## src/rtl/mlbt_pkg.sv

```systemverilog
// mlbt_pkg: shared constants, types and hash function for the bridge table
// no dependencies
package mlbt_pkg;

  localparam int BUCKETS = 1024;
  localparam int WAYS = 8;
  localparam int BKT_W = $clog2(BUCKETS);
  localparam int WAY_W = (WAYS > 1) ? $clog2(WAYS) : 1;
  localparam int KEY_W = 64;
  localparam int PORT_W = 5;
  // one row holds all ways of a bucket: key and port per way (valid bits sit in their own memory)
  localparam int WAY_BITS = KEY_W + PORT_W;
  localparam int ROW_W = WAYS * WAY_BITS;

  localparam logic [1:0] LS_KNOWN = 2'd0;
  localparam logic [1:0] LS_NEW = 2'd1;
  localparam logic [1:0] LS_FULL = 2'd2;

  typedef struct packed {
    logic load;      // capture input item
    logic rd_src;    // read bucket of source key
    logic rd_dst;    // read bucket of destination key
    logic learn;     // evaluate source row and write if new
    logic resolve;   // evaluate destination row, fill output
    logic clr_wr;    // write clearing pass row
  } mlbt_cmd_t;

  typedef struct packed {
    logic clr_done;
  } mlbt_sts_t;

  function automatic logic [BKT_W-1:0] bucket_of(input logic [KEY_W-1:0] key);
    logic [31:0] h;
    h = 32'd0;
    for (int i = 0; i < 4; i++) begin
      h = (h << 5) + h + {16'd0, key[16*i +: 16]};
    end
    return h[BKT_W-1:0];
  endfunction

endpackage

```

## src/rtl/mlbt_ctrl.sv

```systemverilog
// mlbt_ctrl: sequencer for clear pass, learn and destination lookup
// depends on mlbt_pkg
module mlbt_ctrl (
  input  logic                clk,
  input  logic                rst_n,
  input  logic                in_valid,
  output logic                in_stall,
  output logic                out_valid,
  input  logic                out_stall,
  output mlbt_pkg::mlbt_cmd_t cmd,
  input  mlbt_pkg::mlbt_sts_t sts
);
  localparam logic [2:0] S_CLR = 3'd0, S_IDLE = 3'd1, S_RDS = 3'd2,
                         S_LRN = 3'd3, S_RDD = 3'd4, S_RES = 3'd5;
  logic [2:0] state_r, state_nxt;
  logic ovld_r, ovld_nxt;
  logic take;

  assign out_valid = ovld_r;
  assign in_stall = !(state_r == S_IDLE) || (ovld_r && out_stall);
  assign take = in_valid && !in_stall;

  always_comb begin
    cmd = '0;
    state_nxt = state_r;
    ovld_nxt = ovld_r && out_stall;
    unique case (state_r)
      S_CLR: begin
        cmd.clr_wr = 1'b1;
        if (sts.clr_done) state_nxt = S_IDLE;
      end
      S_IDLE: begin
        if (take) begin
          cmd.load = 1'b1;
          state_nxt = S_RDS;
        end
      end
      S_RDS: begin
        cmd.rd_src = 1'b1;
        state_nxt = S_LRN;
      end
      S_LRN: begin
        cmd.learn = 1'b1;
        state_nxt = S_RDD;
      end
      // dest row read after the learn write has landed
      S_RDD: begin
        cmd.rd_dst = 1'b1;
        state_nxt = S_RES;
      end
      S_RES: begin
        cmd.resolve = 1'b1;
        ovld_nxt = 1'b1;
        state_nxt = S_IDLE;
      end
      default: state_nxt = S_CLR;
    endcase
  end

  always_ff @(posedge clk) begin
    if (!rst_n) begin
      state_r <= S_CLR;
      ovld_r <= 1'b0;
    end else begin
      state_r <= state_nxt;
      ovld_r <= ovld_nxt;
    end
  end
endmodule

```

## config.mk

```make
export PLATFORM = sky130hd
export DESIGN_NAME = mlbt_ctrl
export DESIGN_NICKNAME = d
export VERILOG_FILES = /design/src/rtl/mlbt_pkg.sv /design/src/rtl/mlbt_ctrl.sv
export SDC_FILE = /design/constraint.sdc
export NUM_CORES = 1
export LEC_CHECK = 0
export BUFFER_PORTS_ARGS = -buffer_cell sky130_fd_sc_hd__buf_2
export CAP_MARGIN = 20
export CORE_AREA = 3 3 40 42
export CTS_CLUSTER_SIZE = 14
export DETAILED_ROUTE_END_ITERATION = 7
export DIE_AREA = 0 0 43 45
export MAX_ROUTING_LAYER = met4
export SLEW_MARGIN = 20
export SYNTH_ARGS = -nofsm -noshare
export SYNTH_HDL_FRONTEND = slang
export SYNTH_SLANG_ARGS = --single-unit
```

## constraint.sdc

```tcl
create_clock -name clk -period 1.99 [get_ports clk]
set_input_delay 0.398 -clock clk [delete_from_list [all_inputs] [get_ports clk]]
set_output_delay 0.398 -clock clk [all_outputs]
set_load 0.01 [all_outputs]
```

==> results of run 1 <==
==> cell families after synthesis <==
family                 after synthesis  synth area share
AOI/OAI and AO/OA                    6             0.200
buffers and inverters                3            0.0529
and+or+nand+nor                     14             0.371
DFF                                  4             0.376
==> sequential cells by signal (all words and copies together), names as in the netlist <==
name and cells:
out_valid 1, state_r 3
==> per-stage QoR <==
| stage | instances | util | total power (uW) | hold WS (ps) | instance area (um2) |
|---|---|---|---|---|---|
| 6_report | 57 | 0.244 | 231 | 419 | 314 |
| 5_1_grt | 57 | 0.244 | 247 | 446 | 314 |
| 4_1_cts | 57 | 0.244 | 241 | 413 | 314 |
| 3_5_place_dp | 54 | 0.227 | 137 | 538 | 292 |
| 3_3_place_gp | 54 | 0.227 | 136 | 526 | 292 |
| 2_1_floorplan | 27 | - | 118 | 479 | 213 |
==> power by group through the flow <==
stage | clock network [uW] | registers (uW) | logic, uW
after floorplan | 0 | 91.4 | 26.5
after global placement | 0 | 92.9 | 42.8
after detailed placement | 0 | 93.6 | 43.6
after CTS | 105 | 92.4 | 43.6
after global routing | 105 | 94.0 | 47.9
final | 96.4 | 92.2 | 42.6
==> worst max-delay path, delay by kind of cell (launching register included) <==
| family | cells | cell delay [ps] |
|---|---|---|
| and+or+nand+nor | 3 | 380 |
| DFF | 1 | 430 |
| buffers and inverters | 1 | 130 |
==> layout make-up <==
class / count / area [um2]
inverter: 3 / 11.3
fill: 151 / 971
multi-input combinational: 20 / 121
clock buffer: 3 / 22.5
tap: 15 / 18.8
timing repair buffer: 12 / 60.1
sequential: 4 / 80.1
==> synthesized netlist by cell type <==
library cell / instances / area [um2]
a21boi_0: 1 / 7.51
a21oi_1: 1 / 5.00
a311oi_1: 1 / 8.76
a31oi_1: 1 / 6.26
and2_1: 1 / 6.26
and2b_1: 1 / 7.51
and3_2: 1 / 7.51
dfxtp_1: 4 / 80.1
inv_1: 3 / 11.3
nand2_1: 2 / 7.51
nand2b_1: 1 / 6.26
nand3_1: 1 / 5.00
nor2_1: 2 / 7.51
nor2b_1: 1 / 6.26
nor3_1: 2 / 10.0
nor3b_1: 1 / 7.51
o21a_1: 2 / 15.0
or2b_1: 1 / 7.51
==> routing by layer <==
| layer | share of wire | vias to the layer above | GRT usage |
|---|---|---|---|
| met5 | 0 | - | - |
| met4 | 0 | 0 | 0.0723 |
| met3 | 0.045 | 0 | 0.0159 |
| met2 | 0.54 | 5 | 0.102 |
| met1 | 0.42 | 99 | 0.0675 |
| li1 | - | 122 | - |
==> worst max path at each step <==
stage / from / end / slack, ps / depth (start not counted)
floorplan: state_r[1]$_SDFFE_PN0P_ / cmd[5] / 690 / 3
global placement: state_r[1]$_SDFFE_PN0P_ / cmd[5] / 680 / 4
detailed placement: state_r[1]$_SDFFE_PN0P_ / cmd[5] / 660 / 4
CTS: state_r[1]$_SDFFE_PN0P_ / cmd[5] / 400 / 4
global route: state_r[1]$_SDFFE_PN0P_ / cmd[5] / 310 / 4
finish: state_r[1]$_SDFFE_PN0P_ / cmd[5] / 430 / 4
==> impl_metrics.env, run 1 <==
export IMPL_reg2regPathDepth=3
export IMPL_switching_share=0.247
export IMPL_worstPathCellList="and2b_1, nand3_1, nor2_1, buf_2"
export IMPL_critical_path_peak_fanout=9
export IMPL_ff2ff_setup_slack_ps=950
export IMPL_start_util=0.166
export IMPL_fp_dieW_um=43
export IMPL_port_buffers=12
export IMPL_power_density_mw_per_mm2=736
export IMPL_timing_rr_end="state_r[1]$_SDFFE_PN0P_"
export IMPL_grt_ovfl_total=0
export IMPL_fmax_ghz=0.641
export IMPL_antenna_found_initial=0
export IMPL_grt_pass1_wl_um=897
export IMPL_cts_root_buf="clkbuf_4"
export IMPL_clk_pin_slew_ps=40
export IMPL_slew_violations=0
export IMPL_synth_seq_cells=4
export IMPL_dieArea_mm2=0.00194
export IMPL_layout_common_cells="buf_2, dfxtp_1, inv_1, clkbuf_4"
export IMPL_peakVddDrop_mv=0.252
export IMPL_seqPwrFrac=0.399
export IMPL_totalWireLength_um=537
export IMPL_critPathMaxStageDelay_ps=430
export IMPL_nNetsFinal=49
export IMPL_p_leak_uw=0.000160
export IMPL_finalSetupViolations=0
export IMPL_yosysWarningCount=0
export IMPL_synthesis_area_um2=213
export IMPL_synthDistinctLibCells=18
export IMPL_comb_power_share=0.184
export IMPL_area_delta_synth_final_pct=47.6
export IMPL_crit_path_start_kind="flip-flop"
export IMPL_cts_repair_resized=0
export IMPL_cts_sinks=4
export IMPL_cp_slowest_cell="dfxtp_1"
export IMPL_num_antenna_cells=0
export IMPL_dr_pass1_iters=2
export IMPL_min_to="state_r[2]$_SDFFE_PN0P_"
export IMPL_rsz0062_at_grt="no"
export IMPL_hold_viol=0
export IMPL_final_common_cell="buf_2"
export IMPL_via_count=226
export IMPL_track_usage=0.0669
export IMPL_setup_tns_ps=0
export IMPL_grt_pass1_vias=229
export IMPL_r2r_start="state_r[1]$_SDFFE_PN0P_"
export IMPL_syn_nets=32
export IMPL_grt_max_degree=10
export IMPL_ant_nets=0
export IMPL_cts_setup_buffers=0
export IMPL_worst_slack_ps=429
export IMPL_io_pins=13
export IMPL_maxCapViolCount=0
export IMPL_num_rows=13
export IMPL_clock_skew_ps=0.0912
export IMPL_critical_path_endpoint_type="output port"
export IMPL_yosysSeqAreaShare=0.376
export IMPL_drive_gt1_frac=0.381
export IMPL_synth_area_per_cell_um2=7.88
export IMPL_dpl_worst_slack_ps=663
export IMPL_hp_class="in2reg"
export IMPL_hp_start="rst_n"
export IMPL_arrival_ps=1160
export IMPL_internal_power_uw=174
export IMPL_cts_tree="yes"
export IMPL_period_share=0.784
export IMPL_p_clk_frac=0.417
export IMPL_status="complete, no violations"
export IMPL_hold_depth=2
export IMPL_insertion_delay_ps=230
export IMPL_cts_buffers=3
export IMPL_syn_inst=27
export IMPL_tightest_slew_ps=232
export IMPL_fin_crit_ps=1560
export IMPL_hold_buffers=0
export IMPL_slew_headroom=0.844
export IMPL_power_switching_uw=57.1
export IMPL_dpl_hpwl_um=446
export IMPL_critPathRequiredTime_ps=1590
export IMPL_vias_per_cell=3.96
export IMPL_core_mm2=0.00128
export IMPL_route_detailed_drc=0
export IMPL_drt_initial_drc_count=1
export IMPL_htreeDepth=1
export IMPL_critical_path_class="reg2out"
export IMPL_place_gp_congestion=0.689
export IMPL_routedWlPerCell_um=9.42
export IMPL_clockBufferDepth=2
export IMPL_die_h_um=45
Note: power is estimated with default switching activity, not from simulation.
==> run 2: changes to the inputs <==
clock period = 1.3 ns   (was 1.99 ns; I/O delays follow)
==> run 2 against run 1 <==
The flow now finishes with violations (setup timing). Utilization up 3.8 points. Count of clock-buffer cells in the layout unchanged. Clock power grew 56%. Register-to-register slack got worse by 610 ps. Non-clock buffer count increased by 2. Final area up 16%. Power up 58%. Wire length up 1.7%. Global-route usage increased by 0.097 points. Worst hold slack worse by 140 ps. Worst setup slack got worse by 460 ps. Largest power group unchanged. Highest routed layer unchanged.
==> impl_metrics.env, run 2 (same netlist as run 1, synthesis figures left out) <==
export IMPL_crit_path_start_kind="flip-flop"
export IMPL_io_pins=13
export IMPL_largest_register_ffs=3
export IMPL_seqPwrFrac=0.381
export IMPL_violations="setup timing"
export IMPL_place_gp_congestion=0.622
export IMPL_tightest_slew_ps=247
export IMPL_clk_pin_slew_ps=40
export IMPL_num_rows=13
export IMPL_cts_sinks=4
export IMPL_totalWireLength_um=546
export IMPL_comb_power_share=0.208
export IMPL_area_delta_synth_final_pct=70.6
export IMPL_power_density_mw_per_mm2=1010
export IMPL_cts_buffers=3
export IMPL_start_util=0.166
export IMPL_p_clk_frac=0.411
export IMPL_maxCapViolCount=0
export IMPL_final_common_cell="buf_2"
export IMPL_cp_top_family="simple AND/OR/NAND/NOR gates"
export IMPL_drt_initial_drc_count=1
export IMPL_peakVddDrop_mv=0.325
export IMPL_cts_tree="yes"
export IMPL_path_buf_inv=1
export IMPL_place_area_um2=292
export IMPL_hp_class="in2reg"
export IMPL_via_count=240
export IMPL_worst_slack_ps=-34.2
export IMPL_insertion_delay_ps=230
export IMPL_vias_per_cell=4.07
export IMPL_clock_skew_ps=0.122
export IMPL_routedWlPerCell_um=9.25
export IMPL_arrival_ps=1070
export IMPL_top_register="state_r"
export IMPL_rsz0062_at_grt="yes"
export IMPL_num_antenna_cells=0
export IMPL_design_area_um2=363
export IMPL_dpl_hpwl_um=410
export IMPL_critPathMaxStageDelay_ps=340
export IMPL_finalSetupViolations=2
export IMPL_status="finished with violations"
export IMPL_layout_common_cells="buf_2, clkbuf_4, dfxtp_4"
export IMPL_slew_violations=0
export IMPL_fmax_ghz=0.750
export IMPL_critical_path_class="reg2out"
export IMPL_dr_pass1_iters=3
export IMPL_clockBufferDepth=2
export IMPL_grt_ovfl_total=0
export IMPL_fp_dieW_um=43
export IMPL_track_usage=0.0679
export IMPL_cts_root_buf="clkbuf_4"
export IMPL_drive_gt1_frac=0.591
export IMPL_critical_path_endpoint_type="output port"
export IMPL_port_buffers=12
export IMPL_hold_viol=0
export IMPL_critPathRequiredTime_ps=1040
export IMPL_nNetsFinal=51
export IMPL_grt_pass1_vias=237
export IMPL_grt_pass1_wl_um=869
export IMPL_grt_max_degree=8
export IMPL_slew_headroom=0.834
export IMPL_placed_cells=54
export IMPL_fin_cells=59
export IMPL_antenna_found_initial=0
export IMPL_fin_crit_ps=1330
export IMPL_cp_slowest_cell="dfxtp_4"
export IMPL_p_leak_uw=0.000176
export IMPL_route_detailed_drc=0
export IMPL_critical_path_peak_fanout=5
export IMPL_power_switching_uw=92.8
export IMPL_dieArea_mm2=0.00194
export IMPL_hold_buffers=0
export IMPL_internal_power_uw=272
export IMPL_period_share=1.03
export IMPL_setup_tns_ps=-50.4
export IMPL_ant_nets=0
export IMPL_htreeDepth=1
export IMPL_worstPathCellList="and2b_2, nand3_2, nor2_1, buf_2"
export IMPL_switching_share=0.254
export IMPL_die_h_um=45
export IMPL_core_mm2=0.00128
[run 2: power groups by stage]
stage | registers [uW] | logic (uW) | clock network, uW
floorplan | 140 | 40.6 | 0
global route | 141 | 82.8 | 169
finish | 139 | 75.9 | 150
global placement | 141 | 65.7 | 0
CTS | 138 | 72.2 | 161
detailed placement | 142 | 65.8 | 0
[run 2: metal layers]
metal  global-route usage  up-vias  part of all wire  wire length (um)
met5                    -        -                 0                 0
met4               0.0904        0                 0                 0
li1                     -      126                 -                 -
met1               0.0460      109              0.36               198
met2                0.111        5              0.56               304
met3               0.0319        0             0.081                44
[run 2: final cells by class]
| cell class | count | area, um2 |
|---|---|---|
| multi-input cells | 20 | 138 |
| repair buffers | 14 | 81.3 |
| flip-flops and latches | 4 | 91.3 |
| well taps | 15 | 18.8 |
| fillers | 148 | 922 |
| clock buffers | 3 | 22.5 |
| inverters | 3 | 11.3 |
[run 2: repair_timing]
| action | in CTS | in global routing |
|---|---|---|
| pin swaps | 2 | 2 |
| hold endpoints to repair | 0 | 0 |
| setup endpoints to repair | 5 | 6 |
| setup buffers | 1 | 1 |
| gates resized for setup | 6 | 6 |
[run 2: path summary, 6_finish.rpt]
check                          startpoint                       to  slack, ps  cells past startpoint
hold reg to reg   state_r[2]$_SDFFE_PN0P_  state_r[1]$_SDFFE_PN0P_        460                      1
hold / removal                      rst_n  state_r[2]$_SDFFE_PN0P_        280                      2
setup / recovery  state_r[1]$_SDFFE_PN0P_                   cmd[5]        -30                      4
setup reg to reg     out_valid$_SDFF_PN0_  state_r[0]$_SDFFE_PN0P_        340                      3
[run 2: stage by stage]
step | hold WS [ps] | util | total power (uW) | setup WS [ps]
after floorplan | 378 | - | 181 | 140
after global placement | 518 | 0.227 | 207 | 129
after detailed placement | 523 | 0.227 | 208 | 135
after CTS | 278 | 0.261 | 371 | -60.9
after global routing | 279 | 0.282 | 393 | -84.7
final | 282 | 0.282 | 365 | -34.2
==> run 3: changes to the inputs <==
ABC_AREA = 1   (was default)
==> run 3 against run 2 <==
Largest power group is now combinational cells. Wire length shrank 7.0%. Via count grew 10%. Final area shrank 1.7%. Sequential share of layout area shrank 1.7 points. Power grew 46%. The flow still finishes with violations (setup timing). First-iteration DRC count grew to 7.0 times the previous value. Critical path type unchanged. Final cell count grew 19%. Flip-flop and latch count is the same. Fmax grew 2.4%.
==> impl_metrics.env, run 3 <==
export IMPL_status="finished with violations"
export IMPL_violations="setup timing"
export IMPL_port_buffers=12
export IMPL_synth_area_per_cell_um2=6.03
export IMPL_ys_flop_type="dfxtp_1"
export IMPL_num_rows=13
export IMPL_synthesis_area_um2=229
export IMPL_r2r_start="state_r[2]$_SDFFE_PN0P_"
export IMPL_num_antenna_cells=0
export IMPL_top_register="state_r"
export IMPL_holdWs_ps=263
export IMPL_final_common_cell="buf_2"
export IMPL_core_mm2=0.00128
export IMPL_yosys_area_top_type="dfxtp_1"
export IMPL_worstSetupEndpoint="cmd[5]"
export IMPL_p_leak_uw=0.000219
export IMPL_drive_gt1_frac=0.509
export IMPL_cp_common_cell="nand2_2"
export IMPL_hold_viol=0
export IMPL_path_buf_inv=2
export IMPL_io_pins=13
export IMPL_yosysSeqAreaShare=0.350
export IMPL_place_gp_congestion=0.654
export IMPL_insertion_delay_ps=230
export IMPL_synth_area_leaders="dfxtp_1, inv_1, nor2_1"
export IMPL_slew_violations=0
export IMPL_switching_share=0.348
export IMPL_start_util=0.178
export IMPL_yosysWarningCount=0
export IMPL_rsz0062_at_grt="yes"
export IMPL_yosysTopAreaCellShare=0.350
export IMPL_fmax_ghz=0.768
export IMPL_peakVddDrop_mv=0.379
export IMPL_clockBufferDepth=2
export IMPL_critical_path_endpoint_type="output port"
export IMPL_cp_top_family="flip-flops"
export IMPL_p_clk_frac=0.273
export IMPL_htreeDepth=1
export IMPL_seqPwrFrac=0.317
export IMPL_tightest_slew_ps=201
export IMPL_track_usage=0.0634
export IMPL_cts_root_buf="clkbuf_4"
export IMPL_maxCapViolCount=0
export IMPL_ff2ff_setup_slack_ps=210
export IMPL_reg2regPathDepth=7
export IMPL_area_delta_synth_final_pct=55.7
export IMPL_final_core_util=0.278
export IMPL_clock_skew_ps=0.616
export IMPL_grt_pass1_wl_um=862
export IMPL_dpl_hpwl_um=421
export IMPL_fp_dieW_um=43
export IMPL_routedWlPerCell_um=7.26
export IMPL_grt_pass1_vias=252
export IMPL_worst_slack_ps=-2.56
export IMPL_arrival_ps=1040
export IMPL_internal_power_uw=347
export IMPL_largest_register_ffs=3
export IMPL_period_share=1.00
export IMPL_die_h_um=45
export IMPL_drt_initial_drc_count=7
export IMPL_cp_slowest_cell="dfxtp_2"
export IMPL_critPathRequiredTime_ps=1040
export IMPL_layout_common_cells="buf_2, inv_1, nor2_1"
export IMPL_antenna_found_initial=0
export IMPL_ant_nets=0
export IMPL_design_area_um2=357
export IMPL_cts_buffers=3
export IMPL_power_density_mw_per_mm2=1490
export IMPL_dr_pass1_iters=3
export IMPL_syn_inst=38
export IMPL_syn_nets=43
export IMPL_grt_max_degree=6
export IMPL_clk_pin_slew_ps=30
export IMPL_synth_edf_count=0
export IMPL_vias_per_cell=3.79
export IMPL_slew_headroom=0.865
export IMPL_dieArea_mm2=0.00194
export IMPL_comb_power_share=0.410
export IMPL_finalSetupViolations=1
export IMPL_via_count=265
export IMPL_timing_rr_end="state_r[1]$_SDFFE_PN0P_"
export IMPL_worstSetupPathDepth=6
export IMPL_critPathMaxStageDelay_ps=320
export IMPL_crit_path_start_kind="flip-flop"
export IMPL_grt_ovfl_total=0
export IMPL_fin_crit_ps=1300
export IMPL_synthArstFlopShare=0
export IMPL_hp_class="in2reg"
export IMPL_hold_buffers=0
export IMPL_worstPathCellList="inv_2, nand2_2, nor2_4, nand2_2, nor2_1, buf_2"
export IMPL_critical_path_class="reg2out"
export IMPL_cts_sinks=4
export IMPL_synth_seq_cells=4
export IMPL_synthDistinctLibCells=12
export IMPL_cts_tree="yes"
export IMPL_totalWireLength_um=508
export IMPL_synth_common_cells="inv_1, nor2_1, nand2_1"
export IMPL_power_switching_uw=185
export IMPL_place_area_um2=308
export IMPL_cp_startpoint="state_r[2]$_SDFFE_PN0P_"
export IMPL_route_detailed_drc=0
export IMPL_critical_path_peak_fanout=3
export IMPL_nNetsFinal=62
-- run 3: worst min-delay path by stage --
stage,startpoint,end,slack [ps],cells after the start
after floorplan,rst_n,state_r[0]$_SDFFE_PN0P_,360,2
after detailed placement,rst_n,state_r[0]$_SDFFE_PN0P_,500,3
after CTS,rst_n,state_r[0]$_SDFFE_PN0P_,260,3
after global routing,rst_n,state_r[0]$_SDFFE_PN0P_,280,3
final,rst_n,state_r[0]$_SDFFE_PN0P_,260,3
after global placement,rst_n,state_r[0]$_SDFFE_PN0P_,500,3
-- run 3: worst min-delay path, cell delays in order --
cell and delay, ps:
buf_2 100, nand2_1 60, inv_1 40
-- run 3: routing by layer --
metal	part of all wire	track usage
met2	0.56	0.0988
met1	0.37	0.0625
met3	0.061	0.0239
met4	0	0.0542
met5	0	-
-- run 3: cell families after synthesis --
kind of cell / Yosys count / share of synthesized area
AND/OR/NAND/NOR: 21 / 0.404
buffers and inverters: 10 / 0.164
AO/OA/AOI/OAI: 3 / 0.0819
flip-flops: 4 / 0.350
-- run 3: cell type report --
cell class                 instances  area, um2
clock buffer                       3       22.5
fill                             158        928
inverter                          10       37.5
multi-input combinational         24        119
sequential                         4       83.8
tap                               15       18.8
timing repair buffer              14       75.1
-- run 3: per-stage QoR --
step	total power [uW]	setup TNS (ps)	setup slack [ps]	std cells
floorplan	293	0	173	38
global placement	352	0	147	65
detailed placement	352	0	139	65
CTS	531	-37.9	-37.9	69
global route	590	-212	-105	70
finish	532	-2.56	-2.56	70
-- run 3: power by group through the flow --
| stage | combinational, uW | clock, uW | sequential, uW |
|---|---|---|---|
| 2_1_floorplan | 132 | 0 | 161 |
| 3_3_place_gp | 188 | 0 | 164 |
| 3_5_place_dp | 188 | 0 | 164 |
| 4_1_cts | 207 | 155 | 169 |
| 5_1_grt | 250 | 166 | 173 |
| 6_report | 218 | 145 | 169 |
-- run 3: what timing repair did --
| action | 4_1_cts | 5_1_grt |
|---|---|---|
| gates resized for setup | 4 | 1 |
| buffers inserted | 1 | 1 |
| endpoints found under the setup margin | 2 | 6 |
| pin swaps | 1 | 2 |
